`src/design/esam_pkg.sv`:
```
package esam_pkg;

  localparam int unsigned CfgAddrW = 5;

  // register byte addresses
  localparam logic [CfgAddrW-1:0] RegCountsPerRev = 5'd0;
  localparam logic [CfgAddrW-1:0] RegSpeedWindow  = 5'd4;
  localparam logic [CfgAddrW-1:0] RegRpmPerCount  = 5'd8;
  localparam logic [CfgAddrW-1:0] RegAngleStep    = 5'd12;
  localparam logic [CfgAddrW-1:0] RegCaptureTicks = 5'd16;

  localparam logic [15:0] CountsPerRevRst = 16'd2400;
  localparam logic [7:0]  SpeedWindowRst  = 8'd20;
  localparam logic [15:0] RpmPerCountRst  = 16'd3200;
  localparam logic [31:0] AngleStepRst    = 32'd11244198;
  localparam logic [31:0] CaptureTicksRst = 32'd6875000;

  // 0.10472 in q0.16
  localparam logic [12:0] RadsPerRpmQ16 = 13'd6863;

  localparam int unsigned DigitW = 4;

  typedef struct packed {
    logic [15:0] position_count;
    logic        start_capture;
  } esam_in_t;

  typedef struct packed {
    logic signed [31:0] angle_rad_q16;
    logic signed [27:0] speed_rpm_q8;
    logic signed [23:0] speed_rads_q8;
    logic               speed_updated;
    logic               capture_active;
  } esam_out_t;

  typedef enum logic [3:0] {
    StIdle = 4'b0001,
    StMul  = 4'b0010,
    StRads = 4'b0100,
    StOut  = 4'b1000
  } esam_state_e;

endpackage

```
`src/design/esam_if.sv`:
```
interface esam_in_if;
  import esam_pkg::*;
  logic     valid;
  logic     ready;
  esam_in_t data;
  modport source (output valid, output data, input ready);
  modport sink (input valid, input data, output ready);
endinterface

interface esam_out_if;
  import esam_pkg::*;
  logic      valid;
  logic      ready;
  esam_out_t data;
  modport source (output valid, output data, input ready);
  modport sink (input valid, input data, output ready);
endinterface

```
`src/design/encoder_speed_angle_meter.sv`:
```
// Encoder speed and angle meter. Each input word is one timer tick with the
// encoder position; one result word follows per tick. A new tick is accepted
// only after the previous one has loaded its result word. The angle product is
// formed by a digit-serial multiplier working 4 bits of the angle step per
// cycle, followed on a window end by the speed-to-rad/s product on the same
// kind of unit; the sequencer passes through StMul, then StRads on a window
// end, then StOut, which loads the output register.
// A result still waiting at the output holds the sequencer only when the next
// result is due to load. Registers must be written over the APB port only
// while no tick is in flight; the block itself does not enforce this.
module encoder_speed_angle_meter (
  input  logic        clk_i,
  input  logic        rst_ni,
  input  logic        psel,
  input  logic        penable,
  input  logic        pwrite,
  input  logic [esam_pkg::CfgAddrW-1:0] paddr,
  input  logic [31:0] pwdata,
  output logic [31:0] prdata,
  output logic        pready,
  esam_in_if.sink     in_if,
  esam_out_if.source  out_if
);
  import esam_pkg::*;

  logic [15:0] cpr_q;
  logic [7:0]  win_q;
  logic [15:0] rpc_q;
  logic [31:0] step_q, capt_q;

  logic [15:0] prev_q, wstart_q;
  logic [31:0] acc_q, ccnt_q;
  logic [7:0]  wcnt_q;
  logic signed [27:0] rpm_q;
  logic signed [23:0] rads_q;
  logic        copen_q, upd_q;
  esam_state_e st_q;
  esam_out_t   res_q;
  logic        ovalid_q;

  assign pready = 1'b1;

  // register writes
  always_ff @(posedge clk_i or negedge rst_ni) begin
    if (!rst_ni) begin
      cpr_q  <= CountsPerRevRst;
      win_q  <= SpeedWindowRst;
      rpc_q  <= RpmPerCountRst;
      step_q <= AngleStepRst;
      capt_q <= CaptureTicksRst;
    end else if (psel && penable && pwrite) begin
      case (paddr)
        RegCountsPerRev: cpr_q  <= pwdata[15:0];
        RegSpeedWindow:  win_q  <= pwdata[7:0];
        RegRpmPerCount:  rpc_q  <= pwdata[15:0];
        RegAngleStep:    step_q <= pwdata;
        RegCaptureTicks: capt_q <= pwdata;
        default: ;
      endcase
    end
  end

  // register reads
  always_comb begin
    case (paddr)
      RegCountsPerRev: prdata = {16'd0, cpr_q};
      RegSpeedWindow:  prdata = {24'd0, win_q};
      RegRpmPerCount:  prdata = {16'd0, rpc_q};
      RegAngleStep:    prdata = step_q;
      RegCaptureTicks: prdata = capt_q;
      default:         prdata = '0;
    endcase
  end

  // unwrap and window logic
  logic signed [17:0] rev, half, d, dw, p1, p;
  logic [7:0]  wnext;
  logic        wend, acc_in;
  logic [31:0] acc_next;

  assign acc_in = in_if.valid && in_if.ready;
  always_comb begin
    rev  = 18'(cpr_q);
    half = 18'(cpr_q >> 1);
    d = 18'(in_if.data.position_count) - 18'(prev_q);
    if (d >= half) dw = d - rev;
    else if (d <= -half) dw = d + rev;
    else dw = d;
    p1 = 18'(in_if.data.position_count) - 18'(wstart_q);
    if (p1 >= half) p1 = p1 - rev;
    if (p1 <= -half) p = p1 + rev;
    else p = p1;
    wnext = wcnt_q + 8'd1;
    wend  = (wnext >= win_q);
    acc_next = acc_q + 32'(dw);
  end

  // rpm product is narrow: 18x16, formed combinationally, then saturate
  logic signed [34:0] rpm_full;
  logic signed [27:0] rpm_sat;
  assign rpm_full = p * $signed({1'b0, rpc_q});
  assign rpm_sat = (rpm_full > 35'sd134217727) ? 28'sh7FFFFFF :
                   (rpm_full < -35'sd134217728) ? 28'sh8000000 : 28'(rpm_full);

  // serial multipliers
  logic        m1_done, m2_done, m2_start;
  logic signed [63:0] m1_p;
  logic signed [40:0] m2_p;
  logic signed [27:0] rpm_hold_q;

  esam_sermul #(.AW(32), .BW(32)) u_angle_mul (
    .clk_i, .rst_ni, .start_i(acc_in), .a_i($signed(acc_next)), .b_i(step_q),
    .done_o(m1_done), .p_o(m1_p)
  );

  esam_sermul #(.AW(28), .BW(13)) u_rads_mul (
    .clk_i, .rst_ni, .start_i(m2_start), .a_i(rpm_hold_q), .b_i(RadsPerRpmQ16),
    .done_o(m2_done), .p_o(m2_p)
  );

  assign m2_start = (st_q == StMul) && m1_done;

  logic [63:0] ang_raw;
  logic signed [41:0] rads_raw;
  logic signed [25:0] rads_sh;
  logic [31:0] angle_q;
  logic        out_load;
  assign ang_raw  = (64'd0 - 64'(m1_p)) + 64'h8000;
  assign rads_raw = 42'(m2_p) + 42'sd32768;
  assign rads_sh  = 26'(rads_raw >>> 16);

  // output register loads when empty or being emptied
  assign out_load    = (st_q == StOut) && (!ovalid_q || out_if.ready);
  assign in_if.ready = (st_q == StIdle);

  // tick sequencer
  always_ff @(posedge clk_i or negedge rst_ni) begin
    if (!rst_ni) begin
      st_q <= StIdle;
      prev_q <= '0; wstart_q <= '0; acc_q <= '0; wcnt_q <= '0;
      rpm_q <= '0; rads_q <= '0; copen_q <= 1'b0; ccnt_q <= '0;
      upd_q <= 1'b0; ovalid_q <= 1'b0;
      rpm_hold_q <= '0; angle_q <= '0; res_q <= '0;
    end else begin
      if (out_load) ovalid_q <= 1'b1;
      else if (out_if.valid && out_if.ready) ovalid_q <= 1'b0;
      case (st_q)
        StIdle: if (acc_in) begin
          prev_q <= in_if.data.position_count;
          acc_q  <= acc_next;
          upd_q  <= wend;
          if (wend) begin
            wcnt_q <= '0;
            wstart_q <= in_if.data.position_count;
            rpm_hold_q <= rpm_sat;
          end else begin
            wcnt_q <= wnext;
          end
          if (in_if.data.start_capture || copen_q) begin
            if (ccnt_q + 32'd1 == capt_q) begin
              copen_q <= 1'b0; ccnt_q <= '0;
            end else begin
              copen_q <= 1'b1; ccnt_q <= ccnt_q + 32'd1;
            end
          end else begin
            ccnt_q <= '0;
          end
          st_q <= StMul;
        end
        StMul: if (m1_done) begin
          angle_q <= ang_raw[47:16];
          st_q <= upd_q ? StRads : StOut;
        end
        StRads: if (m2_done) begin
          rpm_q <= rpm_hold_q;
          rads_q <= (rads_sh > 26'sd8388607) ? 24'sh7FFFFF :
                    (rads_sh < -26'sd8388608) ? 24'sh800000 : 24'(rads_sh);
          st_q <= StOut;
        end
        StOut: if (out_load) begin
          res_q.angle_rad_q16  <= $signed(angle_q);
          res_q.speed_rpm_q8   <= rpm_q;
          res_q.speed_rads_q8  <= rads_q;
          res_q.speed_updated  <= upd_q;
          res_q.capture_active <= copen_q;
          st_q <= StIdle;
        end
        default: st_q <= StIdle;
      endcase
    end
  end

  assign out_if.valid = ovalid_q;
  assign out_if.data  = res_q;

  // result only shown after the sequencer finished a tick
  assert property (@(posedge clk_i) disable iff (!rst_ni)
    $rose(ovalid_q) |-> $past(st_q == StOut)) else $error("result without tick");
  assert property (@(posedge clk_i) disable iff (!rst_ni)
    out_if.valid && !out_if.ready |=> out_if.valid && $stable(out_if.data))
    else $error("result changed while waiting");
  assert property (@(posedge clk_i) disable iff (!rst_ni)
    $onehot(st_q)) else $error("state not one-hot");
endmodule

```
`src/design/esam_sermul.sv`:
```
// signed a times unsigned b, b taken DigitW bits a cycle from the low end
module esam_sermul #(
  parameter int unsigned AW = 32,
  parameter int unsigned BW = 32
) (
  input  logic                 clk_i,
  input  logic                 rst_ni,
  input  logic                 start_i,
  input  logic signed [AW-1:0] a_i,
  input  logic        [BW-1:0] b_i,
  output logic                 done_o,
  output logic signed [AW+BW-1:0] p_o
);
  import esam_pkg::*;

  localparam int unsigned Steps = (BW + DigitW - 1) / DigitW;
  localparam int unsigned BPad  = Steps * DigitW;
  localparam int unsigned CntW  = $clog2(Steps + 1);

  logic signed [AW-1:0]     a_q;
  logic [BPad-1:0]          b_q;
  logic signed [AW+BPad-1:0] acc_q;
  logic [CntW-1:0]          cnt_q;
  logic                     busy_q, done_q;
  logic signed [AW+DigitW:0] part, sum;
  logic [AW+BPad+DigitW:0]  acc_w;

  // one digit partial product
  assign part = a_q * $signed({1'b0, b_q[DigitW-1:0]});

  // add into the high part, low bits carried along
  assign sum   = $signed(acc_q[AW+BPad-1:BPad]) + part;
  assign acc_w = {sum, acc_q[BPad-1:0]};

  always_ff @(posedge clk_i or negedge rst_ni) begin
    if (!rst_ni) begin
      busy_q <= 1'b0;
      done_q <= 1'b0;
      cnt_q  <= '0;
    end else begin
      done_q <= 1'b0;
      if (start_i) begin
        busy_q <= 1'b1;
        cnt_q  <= CntW'(Steps);
      end else if (busy_q) begin
        cnt_q <= cnt_q - 1'b1;
        if (cnt_q == CntW'(1)) begin
          busy_q <= 1'b0;
          done_q <= 1'b1;
        end
      end
    end
  end

  // accumulate high half, shift right one digit a step
  always_ff @(posedge clk_i) begin
    if (start_i) begin
      a_q   <= a_i;
      b_q   <= BPad'(b_i);
      acc_q <= '0;
    end else if (busy_q) begin
      b_q   <= b_q >> DigitW;
      acc_q <= acc_w[AW+BPad+DigitW-1:DigitW];
    end
  end

  assign done_o = done_q;
  assign p_o    = (AW+BW)'(acc_q);
endmodule

```
`src/flat_wrapper.sv`:
```
// flat-port wrapper written by rule: the top's interface ports become plain ports
module encoder_speed_angle_meter_flat import esam_pkg::*;
  (clk_i, rst_ni, psel, penable, pwrite, paddr, pwdata, prdata, pready, in_if_valid, in_if_data, in_if_ready, out_if_valid, out_if_data, out_if_ready);
  esam_in_if in_if_i ();
  esam_out_if out_if_i ();
  input  logic clk_i;
  input  logic rst_ni;
  input  logic psel;
  input  logic penable;
  input  logic pwrite;
  input  logic [esam_pkg::CfgAddrW-1:0] paddr;
  input  logic [31:0] pwdata;
  output logic [31:0] prdata;
  output logic pready;
  input wire logic [$bits(in_if_i.valid)-1:0] in_if_valid;
  input wire logic [$bits(in_if_i.data)-1:0] in_if_data;
  output wire logic [$bits(in_if_i.ready)-1:0] in_if_ready;
  output wire logic [$bits(out_if_i.valid)-1:0] out_if_valid;
  output wire logic [$bits(out_if_i.data)-1:0] out_if_data;
  input wire logic [$bits(out_if_i.ready)-1:0] out_if_ready;
  assign in_if_i.valid = in_if_valid;
  assign in_if_i.data = in_if_data;
  assign in_if_ready = in_if_i.ready;
  assign out_if_valid = out_if_i.valid;
  assign out_if_data = out_if_i.data;
  assign out_if_i.ready = out_if_ready;
  encoder_speed_angle_meter u_core (.clk_i(clk_i), .rst_ni(rst_ni), .psel(psel), .penable(penable), .pwrite(pwrite), .paddr(paddr), .pwdata(pwdata), .prdata(prdata), .pready(pready), .in_if(in_if_i), .out_if(out_if_i));
endmodule
```
`config.mk`:
```
export PLATFORM = sky130hd
export DESIGN_NAME = encoder_speed_angle_meter_flat
export DESIGN_NICKNAME = d
export VERILOG_FILES = /design/src/design/esam_pkg.sv /design/src/design/esam_if.sv /design/src/design/encoder_speed_angle_meter.sv /design/src/design/esam_sermul.sv /design/src/flat_wrapper.sv
export SDC_FILE = /design/constraint.sdc
export NUM_CORES = 2
export LEC_CHECK = 0
export BUFFER_PORTS_ARGS = -buffer_cell sky130_fd_sc_hd__buf_2
export CELL_PAD_IN_SITES_DETAIL_PLACEMENT = 1
export CELL_PAD_IN_SITES_GLOBAL_PLACEMENT = 2
export CORE_AREA = 2 2 364 366
export CTS_CLUSTER_DIAMETER = 50
export DETAILED_ROUTE_END_ITERATION = 16
export DIE_AREA = 0 0 366 368
export PLACE_DENSITY = 0.83
export REMOVE_ABC_BUFFERS = 1
export SYNTH_ARGS = -nofsm -noshare
export SYNTH_HDL_FRONTEND = slang
export SYNTH_SLANG_ARGS = --single-unit
export TNS_END_PERCENT = 10
```
`constraint.sdc`:
```
create_clock -name clk_i -period 13.81 [get_ports clk_i]
set_clock_uncertainty 0.2 [all_clocks]
set_input_delay 2.0715 -clock clk_i [delete_from_list [all_inputs] [get_ports clk_i]]
set_output_delay 2.0715 -clock clk_i [all_outputs]
set_load 0.05 [all_outputs]
```
==> metrics.md <==
| Metric | Value |
|---|---|
| Outcome | `finished, final reports clean` |
| Top-level port count | `182` |
| Vias in the first global route | `46340` |
| Synth Area per Inst | `9.583 sq um` |
| Core ar. | `130800 sq um` |
| Synth cell types | `91` |
| Part of the Yosys area used for sequential elements | `28.31%` |
| R2r setup slk | `1410 ps` |
| Slowest cell on crit path | `a2111oi_4` |
| Final Routed Wirelength | `160700 um` |
| Min cycle time layout | `13520 ps` |
| Drc violations | `0` |
| Worst hold stages | `1` |
| Maximum resistive drop on vdd | `0.1845 mV` |
| Slowest cell delay on critical path | `620 ps` |
| Total power | `0.01787 W` |
| Layout cells sized above 1 | `18.96%` |
| Max Clk Rate | `73.97 MHz` |
| Most frequent CP cell | `fa_1` |
| Class of the worst hold path | `flop to flop` |
| Pre-CTS setup slack | `-841.4 ps` |
| WHS Endpoint | `u_core.u_rads_mul.b_q[11]$_SDFFE_PP1P_` |
| Critical Path AT | `13890 ps` |
| Routability cong. | `0.8613` |
| CTS tree | `done` |
| Setup TNS | `0 ps` |
| Synthesized cell area | `54460 sq um` |
| Leakage | `31.19 nW` |
| Yosys warnings | `0` |
| Die Height | `368 um` |
| Asr flop ratio synth | `68.83%` |
| Max clock buf depth | `3` |
| Die X | `366 um` |
| Root Driver | `clkbuf_16` |
| Initial antenna violation count | `13` |
| H-tree Lvls | `3` |
| WL/cell | `20.28 um` |
| Worst skew pair latency | `700 ps` |
| Fin. max-slew vios | `0` |
| Total gr overflow | `0` |
| Met2 Usage GRT | `39.08%` |
| Worst EP required | `14180 ps` |
| First-pass GRT wire length | `257700 um` |
| Setup ws final | `291.4 ps` |
| Met3 GRT Util | `3.365%` |
| Starting density of the core | `41.64%` |
| Pin count of the biggest net entering global routing | `139` |
| Max-cap violations | `0` |
| Inst Count DP | `7700` |
| DRT Pass-1 Iters | `5` |
| CP max FO | `7` |
| Crit share post-route | `97.89%` |
| Clk sinks | `616` |
| Fin Hold WS | `259.5 ps` |
| Final ANT Viol Nets | `0` |
| Slew headroom | `15.98%` |
| R2R cell count | `56` |
| Mux cell area share after synthesis | `6.807%` |
| CTS buffer count | `91` |
| Worst R2R End | `u_core.rpm_hold_q[0]$_DFFE_PN0P_` |
| Compound-Gate Fraction of Synth Area | `11.36%` |
| Main synth FF type | `dfrtp_1` |
| Input/output buffers | `180` |
| Worst hold start | `u_core.u_rads_mul.b_q[11]$_SDFFE_PP1P_` |
| EDFF count, synth | `92` |
| FP Rows | `133` |
| Kind of critical path | `input port to flop` |
| Die area | `134700 sq um` |
| Clock transition at path regs | `60 ps` |
| XOR/XNOR Fraction of Synth Area | `4.613%` |
| Finish-stage setup viols | `0` |
| Post-Synth Simple-Gate Area | `15.70%` |
| Pwr dens | `280.3 nW/um^2` |
| Critical path launch point type | `input port` |
| Worst Max-Slew Pin Slew | `1260 ps` |
| Hpwl dp | `122700 um` |
| Vias per cell | `5.388` |
| Post-synthesis adder-cell area fraction | `27.43%` |
| RSZ-0062 raised after global routing | `true` |
| DR vias | `42690` |
| Setup crit end kind | `flop` |
| Seq cells post-synth | `616` |
| Syn Inst Count | `5683` |
| Final Instance Count excl. Fillers | `7923` |
| Fin. Hold Viols | `0` |
| Largest family of logic cells by synthesized area | `adder cells` |
| Top Usage Layer GRT | `met2` |
| GR Util met1 | `32.91%` |
| Nets | `7047` |
| Reg2reg start | `u_core.wstart_q[0]$_DFFE_PN0P_` |
| GRT Overall Usage | `23.87%` |
| Area growth, synth to finish | `17.03%` |
| Initial DRC Count | `2220` |
## how the worst max path moves through the flow
stage / depth (start not counted) / to / from / slack (ps)
final: 58 / u_core.rpm_hold_q[0]$_DFFE_PN0P_ / in_if_data[1] / 290
after global routing: 60 / u_core.rpm_hold_q[2]$_DFFE_PN0P_ / in_if_data[1] / -280
after CTS: 55 / u_core.rpm_hold_q[3]$_DFFE_PN0P_ / in_if_data[1] / 20
after detailed placement: 54 / u_core.rpm_hold_q[3]$_DFFE_PN0P_ / in_if_data[1] / -840
after global placement: 54 / u_core.rpm_hold_q[0]$_DFFE_PN0P_ / in_if_data[1] / -500
after floorplan: 47 / u_core.rpm_hold_q[0]$_DFFE_PN0P_ / in_if_data[1] / -2330
## area by class of cell
class	instances	area, sq um
fill	14820	67060
antenna	9	22.52
multi-input combinational	4247	36870
timing repair buffer	530	3751
inverter	594	2235
tap	1755	2196
sequential	616	15420
clock buffer	114	2519
clock inverter	58	725.7
## synth_stat cells, types with 21 or more instances
library cell / instances / share of area, %
ha_1: 426 / 9.8
nor2b_1: 35 / 0.40
o21bai_1: 30 / 0.41
mux2i_1: 115 / 2.1
nand3_1: 81 / 0.74
o21ai_0: 276 / 2.5
clkbuf_1: 172 / 1.2
xnor2_1: 200 / 3.2
a21o_1: 76 / 1.0
nand2_1: 636 / 4.4
dfxtp_1: 100 / 3.7
and3_1: 34 / 0.39
o31ai_1: 36 / 0.50
dfrtp_1: 389 / 18
a21oi_1: 234 / 2.2
a31oi_1: 32 / 0.37
buf_1: 23 / 0.16
nor4_1: 27 / 0.31
nand4_1: 45 / 0.52
nor3_1: 77 / 0.71
inv_1: 593 / 4.1
buf_2: 25 / 0.23
fa_1: 480 / 18
edfxtp_1: 92 / 5.1
nand2b_1: 48 / 0.55
and2_1: 360 / 4.1
a211oi_1: 35 / 0.48
mux2_2: 227 / 4.7
dfstp_2: 35 / 1.7
o21a_1: 34 / 0.47
o22ai_1: 21 / 0.24
xor2_1: 79 / 1.3
nor2_1: 302 / 2.1
## cells in the final DEF, fill, tap and decap left out, types with 18 or more instances in the layout
| cell type | n |
|---|---|
| a21o_1 | 76 |
| nand2_1 | 628 |
| a211oi_1 | 28 |
| or3_1 | 18 |
| nor2_1 | 299 |
| xor2_1 | 77 |
| a21oi_1 | 212 |
| o21bai_1 | 28 |
| nand2b_1 | 46 |
| inv_1 | 580 |
| ha_4 | 23 |
| dfstp_2 | 35 |
| dfrtp_1 | 387 |
| clkbuf_16 | 98 |
| nand4_1 | 45 |
| a31oi_1 | 32 |
| xnor2_1 | 197 |
| buf_2 | 179 |
| o31ai_1 | 35 |
| mux2_2 | 212 |
| nor3_1 | 71 |
| and2_1 | 356 |
| nor4_1 | 25 |
| dfxtp_1 | 100 |
| o22ai_1 | 20 |
| o21a_1 | 34 |
| nand3_1 | 75 |
| mux2i_1 | 113 |
| buf_4 | 323 |
| o21ai_0 | 264 |
| a21oi_2 | 38 |
| ha_1 | 401 |
| and3_1 | 33 |
| nor2b_1 | 34 |
| nand2_2 | 27 |
| fa_1 | 469 |
| edfxtp_1 | 92 |
## power breakdown
group	total [W]	leakage (nW)	internal [W]	switching, W
Sequential	0.00301	7.30	0.00246	0.000554
Combinational	0.0124	22.3	0.00540	0.00700
Clock	0.00246	1.58	0.00151	0.000950
## critical path, delay by kind of cell
kind            cells  cell delay [ps]
compound gates     21             4350
fa+ha+maj          11             4240
buf+inv            16             1790
simple gates        8             1010
mux                 1              230
xor+xnor            1              160
## stage by stage
| stage | cell area [sq um] | util, % |
|---|---|---|
| 2_1_floorplan | 53550 | - |
| 3_3_place_gp | 59120 | 45.20 |
| 3_5_place_dp | 59120 | 45.20 |
| 4_1_cts | 62410 | 47.72 |
| 5_1_grt | 63720 | 48.71 |
| 6_report | 63740 | 48.73 |
## sequential cells by signal (all words and copies together) (netlist names), 7 cells and up
signal                   cells
u_core.capt_q               32
u_core.wstart_q             16
u_core.rpm_q                28
u_core.win_q                 8
u_core.u_angle_mul.b_q      32
u_core.step_q               32
u_core.u_rads_mul.b_q        7
u_core.angle_q              32
u_core.u_rads_mul.a_q       28
u_core.rpm_hold_q           28
u_core.acc_q                32
u_core.prev_q               16
u_core.u_angle_mul.a_q      32
u_core.u_angle_mul.p_o      64
u_core.cpr_q                16
u_core.ccnt_q               32
u_core.rads_q               24
u_core.out_if.data          86
u_core.wcnt_q                8
u_core.u_rads_mul.acc_q     29
u_core.rpc_q                16
## routing by layer
metal / routed length (um) / share of wire, % / up-vias
met5: 47 / 0.029 / -
met4: 4100 / 2.6 / 8
met3: 7250 / 4.5 / 226
met2: 74420 / 46 / 698
met1: 74850 / 47 / 21860
li1: - / - / 19900
## cells by family after synthesis
logic type	Yosys count
adder cells (fa/ha/maj)	906
buffers and inverters	820
AO/OA/AOI/OAI	967
flip-flops	616
AND/OR/NAND/NOR	1749
XOR/XNOR	282
other	1
multiplexers	342
## repair_timing
item | in CTS | in global routing
cloned | 0 | 5
buffers inserted | 1 | 36
hold buffers | 0 | 0
endpoints found under the hold margin | 0 | 0
pin swaps | 2 | 123
endpoints found under the setup margin | 27 | 28
gates resized for setup | 9 | 197
(Power assumes the default switching activity.)
